**config.mk**
```make
export PLATFORM = sky130hd
export DESIGN_NAME = saturating_integer_power_unit
export DESIGN_NICKNAME = d
export VERILOG_FILES = /design/src/design/sip_pkg.sv /design/src/design/sip_mul.sv /design/src/design/sip_core.sv /design/src/design/saturating_integer_power_unit.sv
export SDC_FILE = /design/constraint.sdc
export NUM_CORES = 2
export LEC_CHECK = 0
export BUFFER_PORTS_ARGS = -buffer_cell sky130_fd_sc_hd__buf_4
export CORE_MARGIN = 2
export CORE_UTILIZATION = 55
export CTS_CLUSTER_DIAMETER = 200
export DETAILED_ROUTE_END_ITERATION = 7
export GPL_ROUTABILITY_DRIVEN = 1
export PLACE_DENSITY = 0.8
export SYNTH_ARGS = -nofsm -noshare
export SYNTH_HDL_FRONTEND = slang
export SYNTH_SLANG_ARGS = --single-unit
export TNS_END_PERCENT = 30
```
**constraint.sdc**
```tcl
create_clock -name clk -period 31.2 [get_ports clk]
set_input_delay 7.8 -clock clk [delete_from_list [all_inputs] [get_ports clk]]
set_output_delay 7.8 -clock clk [all_outputs]
set_load 0.01 [all_outputs]
```
**src/design/sip_pkg.sv**
```systemverilog
// ----------------------------------------------------------------------------
// Saturating integer power package
// Default widths shared by the unit, its submodules and its checker.
// ----------------------------------------------------------------------------
package sip_pkg;

  localparam int DATA_BITS_DEF = 64;
  localparam int EXP_BITS_DEF  = 31;

endpackage

```
**src/design/sip_mul.sv**
```systemverilog
// ----------------------------------------------------------------------------
// Saturating integer power multiplier
// Shared unsigned multiplier: one half-width partial product per cycle,
// four per full product, with a flag for products above the max.
// ----------------------------------------------------------------------------
module sip_mul
  import sip_pkg::*;
#(
  parameter int DATA_BITS = DATA_BITS_DEF
) (
  input  logic                 clk,
  input  logic                 rst,
  input  logic                 start,
  input  logic [DATA_BITS-1:0] a,
  input  logic [DATA_BITS-1:0] b,
  output logic                 done,
  output logic                 big,
  output logic [DATA_BITS-1:0] low
);

  localparam int H   = (DATA_BITS + 1) / 2;
  localparam int OPW = 2 * H;
  localparam int W   = 4 * H;

  logic [OPW-1:0] a_r;
  logic [OPW-1:0] b_r;
  logic [1:0]     step;
  logic           busy;
  logic [W-1:0]   accum;
  logic [H-1:0]   a_half;
  logic [H-1:0]   b_half;
  logic [OPW-1:0] pp;
  logic [W-1:0]   pp_ext;
  logic [W-1:0]   term;

  assign a_half = step[0] ? a_r[OPW-1:H] : a_r[H-1:0];
  assign b_half = step[1] ? b_r[OPW-1:H] : b_r[H-1:0];
  assign pp     = a_half * b_half;
  assign pp_ext = W'(pp);

  always_comb begin
    case (step) inside
      2'd0:       term = pp_ext;
      2'd1, 2'd2: term = pp_ext << H;
      default:    term = pp_ext << OPW;
    endcase
  end

  always_ff @(posedge clk) begin
    if (rst) begin
      busy <= 1'b0;
      done <= 1'b0;
      step <= 2'd0;
    end else if (start) begin
      a_r   <= OPW'(a);
      b_r   <= OPW'(b);
      accum <= '0;
      step  <= 2'd0;
      busy  <= 1'b1;
      done  <= 1'b0;
    end else if (busy) begin
      accum <= accum + term;
      step  <= step + 2'd1;
      if (step == 2'd3) begin
        busy <= 1'b0;
        done <= 1'b1;
      end
    end else begin
      done <= 1'b0;
    end
  end

  assign big = |accum[W-1:DATA_BITS-1];
  assign low = accum[DATA_BITS-1:0];

endmodule

```
**src/design/sip_core.sv**
```systemverilog
// ----------------------------------------------------------------------------
// Saturating integer power sequencer
// Square-and-multiply control over the shared multiplier, sign fix-up,
// saturation and the output register.
// ----------------------------------------------------------------------------
module sip_core
  import sip_pkg::*;
#(
  parameter int DATA_BITS = DATA_BITS_DEF,
  parameter int EXP_BITS  = EXP_BITS_DEF
) (
  input  logic                 clk,
  input  logic                 rst,
  input  logic                 in_valid,
  output logic                 in_ready,
  input  logic [DATA_BITS-1:0] base_value,
  input  logic [EXP_BITS-1:0]  exponent,
  output logic                 out_valid,
  input  logic                 out_ready,
  output logic [DATA_BITS-1:0] power_result,
  output logic                 overflowed,
  output logic                 mul_start,
  output logic [DATA_BITS-1:0] mul_a,
  output logic [DATA_BITS-1:0] mul_b,
  input  logic                 mul_done,
  input  logic                 mul_big,
  input  logic [DATA_BITS-1:0] mul_low
);

  localparam logic [2:0] ST_IDLE     = 3'd0;
  localparam logic [2:0] ST_ROUND    = 3'd1;
  localparam logic [2:0] ST_WAIT_ACC = 3'd2;
  localparam logic [2:0] ST_SHIFT    = 3'd3;
  localparam logic [2:0] ST_WAIT_SQR = 3'd4;
  localparam logic [2:0] ST_DONE     = 3'd5;

  localparam logic [DATA_BITS-1:0] ONE     = DATA_BITS'(1);
  localparam logic [DATA_BITS-1:0] MAX_POS = {1'b0, {(DATA_BITS-1){1'b1}}};

  logic [2:0]           state;
  logic [DATA_BITS-1:0] mag;
  logic [DATA_BITS-1:0] acc;
  logic [EXP_BITS-1:0]  e;
  logic [EXP_BITS-1:0]  e_next;
  logic                 neg;
  logic                 odd;
  logic                 ovf;
  logic [DATA_BITS-1:0] mag_in;

  assign mag_in   = base_value[DATA_BITS-1] ? DATA_BITS'(~base_value + ONE) : base_value;
  assign e_next   = e >> 1;
  assign in_ready = (state == ST_IDLE);

  assign mul_start = ((state == ST_ROUND) && (e != '0) && e[0]) ||
                     ((state == ST_SHIFT) && (e_next != '0));
  assign mul_a     = (state == ST_SHIFT) ? mag : acc;
  assign mul_b     = mag;

  always_ff @(posedge clk) begin
    if (rst) begin
      state     <= ST_IDLE;
      out_valid <= 1'b0;
    end else begin
      if (out_valid && out_ready && (state != ST_DONE)) begin
        out_valid <= 1'b0;
      end
      unique case (state)
        ST_IDLE: begin
          if (in_valid) begin
            neg <= base_value[DATA_BITS-1];
            mag <= mag_in;
            e   <= exponent;
            odd <= exponent[0];
            ovf <= 1'b0;
            if (mag_in == '0) begin
              acc   <= (exponent == '0) ? ONE : '0;
              state <= ST_DONE;
            end else begin
              acc   <= ONE;
              state <= ST_ROUND;
            end
          end
        end
        ST_ROUND: begin
          if (e == '0) begin
            state <= ST_DONE;
          end else if (e[0]) begin
            state <= ST_WAIT_ACC;
          end else begin
            state <= ST_SHIFT;
          end
        end
        ST_WAIT_ACC: begin
          if (mul_done) begin
            if (mul_big) begin
              ovf   <= 1'b1;
              state <= ST_DONE;
            end else begin
              acc   <= mul_low;
              state <= ST_SHIFT;
            end
          end
        end
        ST_SHIFT: begin
          e <= e_next;
          state <= (e_next == '0) ? ST_DONE : ST_WAIT_SQR;
        end
        ST_WAIT_SQR: begin
          if (mul_done) begin
            if (mul_big) begin
              ovf   <= 1'b1;
              state <= ST_DONE;
            end else begin
              mag   <= mul_low;
              state <= ST_ROUND;
            end
          end
        end
        ST_DONE: begin
          if (!out_valid || out_ready) begin
            out_valid    <= 1'b1;
            overflowed   <= ovf;
            power_result <= ovf ? MAX_POS : ((neg && odd) ? DATA_BITS'(-acc) : acc);
            state        <= ST_IDLE;
          end
        end
        default: begin
          state <= ST_IDLE;
        end
      endcase
    end
  end

endmodule

```
**src/design/saturating_integer_power_unit.sv**
```systemverilog
// ----------------------------------------------------------------------------
// Saturating integer power unit
// Raises a signed base to a non-negative power by square-and-multiply,
// saturating to the largest positive value on overflow.
// ----------------------------------------------------------------------------
// Usage:
//   Input items arrive on s_tvalid/s_tready/s_tdata; s_tdata carries the base
//   (DATA_BITS, signed) in the low bits and the exponent (EXP_BITS) above it.
//   Each item gives one result on m_tvalid/m_tready/m_tdata/m_tuser:
//   m_tdata is the signed power, m_tuser is set when it saturated.
//   One item is worked on at a time; s_tready is high only while the
//   sequencer is idle. Every multiply goes through one shared half-width
//   multiplier: it is issued, forms four partial products, then hands
//   the product back. A round (multiply into the accumulator for a set
//   bit, then square) runs once per exponent bit up to the highest set
//   bit; the last round does not square. An overflow ends the rounds
//   early, a zero exponent ends them at once and a zero base skips them.
//   s_tready rises in the same cycle that the result is registered.
//   A finished result waits in the output register while the next item is
//   accepted; if the receiver stalls, the sequencer holds its next result
//   until that register frees. Reset drops any item in flight and clears
//   m_tvalid.
module saturating_integer_power_unit
  import sip_pkg::*;
#(
  parameter int DATA_BITS = DATA_BITS_DEF,
  parameter int EXP_BITS  = EXP_BITS_DEF
) (
  input  logic                                       clk,
  input  logic                                       rst,
  input  logic                                       s_tvalid,
  output logic                                       s_tready,
  // fields from bit 0: base_value, exponent, zero fill
  input  logic [((DATA_BITS+EXP_BITS+7)/8)*8-1:0]    s_tdata,
  output logic                                       m_tvalid,
  input  logic                                       m_tready,
  // fields from bit 0: power_result, zero fill
  output logic [((DATA_BITS+7)/8)*8-1:0]             m_tdata,
  // fields from bit 0: overflowed
  output logic                                       m_tuser
);

  logic [DATA_BITS-1:0] power_result;
  logic                 mul_start;
  logic [DATA_BITS-1:0] mul_a;
  logic [DATA_BITS-1:0] mul_b;
  logic                 mul_done;
  logic                 mul_big;
  logic [DATA_BITS-1:0] mul_low;

  sip_core #(
    .DATA_BITS(DATA_BITS),
    .EXP_BITS (EXP_BITS)
  ) u_core (
    .clk         (clk),
    .rst         (rst),
    .in_valid    (s_tvalid),
    .in_ready    (s_tready),
    .base_value  (s_tdata[DATA_BITS-1:0]),
    .exponent    (s_tdata[DATA_BITS+EXP_BITS-1:DATA_BITS]),
    .out_valid   (m_tvalid),
    .out_ready   (m_tready),
    .power_result(power_result),
    .overflowed  (m_tuser),
    .mul_start   (mul_start),
    .mul_a       (mul_a),
    .mul_b       (mul_b),
    .mul_done    (mul_done),
    .mul_big     (mul_big),
    .mul_low     (mul_low)
  );

  sip_mul #(
    .DATA_BITS(DATA_BITS)
  ) u_mul (
    .clk  (clk),
    .rst  (rst),
    .start(mul_start),
    .a    (mul_a),
    .b    (mul_b),
    .done (mul_done),
    .big  (mul_big),
    .low  (mul_low)
  );

  assign m_tdata = (((DATA_BITS+7)/8)*8)'(power_result);

endmodule

```
After elaboration in Yosys (flattened, before gate mapping)
Cells that the tools add are included.
- logic and storage cells: 116
- register bits: 491
- input port bits: 100
- eq/ne operators: 17
- reduce and logical (&&, ||, !) cells: 36
- $mul: 1
- add/sub/neg operators: 4
- bitwise logic cells: 3
- muxes and demuxes: 39
- operator list (cell ; count):
    $mux 64 ; 8
    $mux 128 ; 3
    $pmux 64 s2 ; 2
    $add 128x128->128 ; 1
    $logic_not 31->1 ; 3
    $reduce_or 65->1 ; 1
    $add 64x1->64 const B ; 1
    $logic_not 64->1 ; 1
    $mul 32x32->64 ; 1
    $mux 32 ; 2
    $neg 64->64 ; 1
    $not 64->64 ; 1
    $pmux 31 s2 ; 1
    $reduce_bool 31->1 ; 2
    $mux 31 ; 1
    $mux 3 ; 8
    $pmux 3 s6 ; 1
    $reduce_and 5->1 ; 3
    $mux 1 ; 12
    $ne 2x1->1 const B ; 5
    $reduce_bool 2->1 ; 5
    $reduce_and 3->1 ; 3
    $eq 3x2->1 const B ; 2
    $eq 3x3->1 const B ; 2
    other kinds (17) ; 30

Logic depth before layout (Yosys ltp)
- depth after elaboration: 7
- gate-level depth with buffers: 46
- gate-level depth less buffers: 40

Hierarchy
A second synthesis with hierarchy kept.
- cell total of the unflattened synthesis: 7049
- area, all modules: 65082.4 um^2
- by module, submodules not included (module ; cells each ; sequential area each (um^2) ; times used ; area an instance (um^2)):
    sip_mul ; 5769 ; 7767.4 ; 1 ; 51333.0
    sip_core ; 1280 ; 6896.6 ; 1 ; 13749.4

Worst setup path before layout
No wires, ideal clock.
- path type: in2reg
- from: input port s_tvalid
- to: register u_core.acc[0], enable pin
- library setup time: 0.644 ns
- stages: 3
- path buffers: 0
- path slack: 16.447 ns
- data arrival time: 14.109 ns
- data required time: 30.556 ns
- cell sequence: nor2b_1 -> a31oi_1 -> nor4_1
- cells in the longest elaborated chain, start to end: 2
- RTL lines (item ; RTL line ; source):
    from (decl) ; saturating_integer_power_unit.sv:31 ; input logic s_tvalid,
    $ne 2x2->1 (no source line) ; -- ;
    $reduce_and 5->1 (no source line) ; -- ;
    to (signal assigned) ; sip_core.sv:76 ; acc <= (exponent == '0) ? ONE : '0;
    to (signal assigned) ; sip_core.sv:99 ; acc <= mul_low;
    to (decl) ; sip_core.sv:42 ; logic [DATA_BITS-1:0] acc;
Every way passes these cells.
A chain may end at the register's enable or synchronous reset.

Final worst setup path
- from: register u_mul.step[0]
- to: register u_mul.accum[120] (data pin)
- cells in the longest elaborated chain, start to end: 6
- elaborated cells between the ends (all ways): 10
- RTL lines (item ; RTL line ; source):
    from (decl) ; sip_mul.sv:27 ; logic [1:0] step;
    from (signal assigned) ; sip_mul.sv:63 ; step <= step + 2'd1;
    $mux 32, or another cell as far along ; sip_mul.sv:36 ; assign a_half = step[0] ? a_r[OPW-1:H] : a_r[H-1:0];
    $mul 32x32->64 / $reduce_or 2->1 (equally long branches) ; sip_mul.sv:38, sip_mul.sv:42 ;
    $mux 128 ; sip_mul.sv:42 ; case (step) inside
    $mux 128 * ; sip_mul.sv:42 ;
    $add 128x128->128 * ; sip_mul.sv:62 ; accum <= accum + term;
    $mux 128 * ; sip_mul.sv:61 ; end else if (busy) begin
    to (signal assigned) ; sip_mul.sv:62 ;
    to (decl) ; sip_mul.sv:29 ; logic [W-1:0] accum;
Every way passes the cells marked *; elsewhere a longest branch is shown, timed or not. The select of a mux whose other input is x is not followed.

==> impl_metrics.ini <==
[run_status]
run_status = finished, final reports clean

[cts]
cts_tree = done
path_clk_slew_ns = 0.07
cts_setup_buffers = 0
cts_buffer_depth = 3
numCtsBuffers = 55
cts_resized = 0
cts.sink_count = 491
clk_latency_ns = 0.66
h-tree-depth = 2
postCtsHoldBufs = 0
cts.root.buffer_cell = clkbuf_16

[yosys]
post_synth.cell_area_avg_um2 = 9.30
async_flop_share_pct = 0
syn_inst = 6914
synth_cell_types = 82
ys_seq_area_share_pct = 22.8
synth-main-ff-cell = edfxtp_1
syn_nets = 8306
synth-edff-count = 483
synth_seq_cells = 491
yosys_warnings = 0
syn-cell-area_um2 = 64300

[placed_design]
dp_hpwl_mm = 175
placed_area_um2 = 67200
gp_congestion = 1.02
port-buffer-count = 165

[layout]
layout_common_cells = nor2_1, inv_1, fa_1
fillCellCount = 9796
fin_util_pct = 59.5
fin_area_um2 = 69000
drive_gt1_share_pct = 8.98
layout_commonest_cell = nor2_1
multi_input_area_um2 = 45100
nets = 8274
area_growth_pct = 7.40
register_area_um2 = 14700

[floorplanning]
core_area_um2 = 116000
io-pin-count = 167
die_height_um = 346
die_w_um = 346
fp.dieArea_um2 = 120000
placementRows = 125
start_util_pct = 55.4

[worst_setup_path]
cp-end-kind = flip-flop
timing.rr.end = u_mul.accum[120]$_SDFFCE_PP0P_
critPathTopFamily = adder cells
cp.required_ns = 31.57
startpoint_type = flip-flop
cpMostUsedCell = fa_1
critPathMaxFanout = 37
worstSetupPathDepth = 38
path_class = flip-flop to flip-flop
ff2ff_setup_slack_ns = 15.74
reg2regPathDepth = 38
crit_slowest_cell = mux2i_4
cp.arrival_ns = 15.84
reg2reg_from = u_mul.step[0]$_SDFFE_PP0P_
critPathMaxStageDelay_ns = 0.91
crit_buf_inv = 5

[sta]
tns_ns = 0
worst_pin_slew_ns = 1.23
hold_viol = 0
fin_crit_sh_pct = 49.6
timing.fmax_ghz = 0.0647
post-route-min-period_ns = 15.46
setup_violations = 0
relSlewSlack_pct = 18.3
finalClockSkew_ns = 0.0724
drv_slew = 0
rsz0062_at_grt = false

[grt]
grt_pass1_vias = 54000
grt.met3_usage_pct = 8.68
use_met2_pct = 56.6
grt_max_degree = 113
busiest_layer = met2
grt_pass1_wl_mm = 331
use_met1_pct = 48.2
grtUsageTotal_pct = 36.7
grt_overflow = 0
grt_antenna_before_repair = 13

[drt]
drt_pass1_iterations = 6
drt-vias-per-instance = 6.28
drt_iter0_markers = 6267
wl_per_cell_um = 25.9
dr_total_vias = 53100
ant_nets = 0
drc = 0
drt-total-wl_mm = 219

[worst_hold_path]
min_path_type = flip-flop to flip-flop
hold_end = u_mul.b_r[33]$_DFFE_PP_
min_from = u_core.mul_b[33]$_DFFE_PP_
worstHoldPathCells = 0

[run]
maxCapViolations = 0
## cell usage after synthesis, types with 58 or more instances
library cell	number	area (um2)
a21oi_1	337	1690
nand2b_1	68	425
xnor2_1	132	1160
nand4_1	103	644
fa_1	897	18000
nor3_1	97	485
clkbuf_1	337	1260
and2_1	132	826
o21ai_0	188	941
nand2_1	670	2510
mux2_2	157	1770
nor2_1	980	3680
xor2_1	149	1310
o21bai_1	60	450
ha_1	395	4940
inv_1	921	3460
nand3_1	58	290
edfxtp_1	483	14500
mux2i_1	85	851
a21o_1	107	803
## routing by layer
metal,vias up,part of all wire [%]
met3,659,12
met1,26500,37
li1,22700,-
met5,-,0.015
met2,3221,44
met4,4,6.4
## sequential cells by signal, summed over array words and instances, names as in the netlist, 2 cells and up
register             cells
u_core.state             3
u_core.power_result     64
u_mul.b_r               64
u_core.mul_b            64
u_mul.a_r               64
u_mul.accum            128
u_mul.step               2
u_core.acc              64
u_core.e                31
## kinds of logic after synthesis
logic type	after synthesis	share of synthesized area, %
AND/OR/NAND/NOR	2311	16.0
flip-flops	491	22.8
XOR/XNOR	281	3.83
adder cells (fa/ha/maj)	1292	35.6
buffers and inverters	1284	7.52
AO/OA/AOI/OAI	1004	9.95
multiplexers	251	4.23
## worst max-delay path by stage
| stage | from | end | slack, ns |
|---|---|---|---|
| after CTS | u_mul.step[0]$_SDFFE_PP0P_ | u_mul.accum[120]$_SDFFCE_PP0P_ | 16.12 |
| after global placement | u_mul.step[0]$_SDFFE_PP0P_ | u_mul.accum[120]$_SDFFCE_PP0P_ | 16.39 |
| after global routing | u_mul.step[0]$_SDFFE_PP0P_ | u_mul.accum[120]$_SDFFCE_PP0P_ | 15.35 |
| final | u_mul.step[0]$_SDFFE_PP0P_ | u_mul.accum[120]$_SDFFCE_PP0P_ | 15.74 |
| after floorplan | s_tvalid | u_core.acc[0]$_DFFE_PP_ | 16.45 |
| after detailed placement | u_mul.step[0]$_SDFFE_PP0P_ | u_mul.accum[120]$_SDFFCE_PP0P_ | 16.19 |
## through the flow
stage	worst slack (ns)	hold WS, ns	std cells
3_5_place_dp	16.19	0.431	8349
4_1_cts	16.12	0.386	8452
6_report	15.74	0.403	8460
3_3_place_gp	16.39	0.424	8349
2_1_floorplan	16.45	0.422	6914
5_1_grt	15.35	0.412	8452
## layout make-up
type                       instances  area share, %
antenna                            8         0.0290
clock buffer                      66           2.13
clock inverter                    37          0.551
inverter                         921           5.01
multi-input combinational       5139           65.3
sequential                       491           21.2
tap                             1524           2.76
timing repair buffer             274           2.98
Power is not shown: default switching activity piles up to over one toggle a cycle in this logic, so the estimate is an artifact.
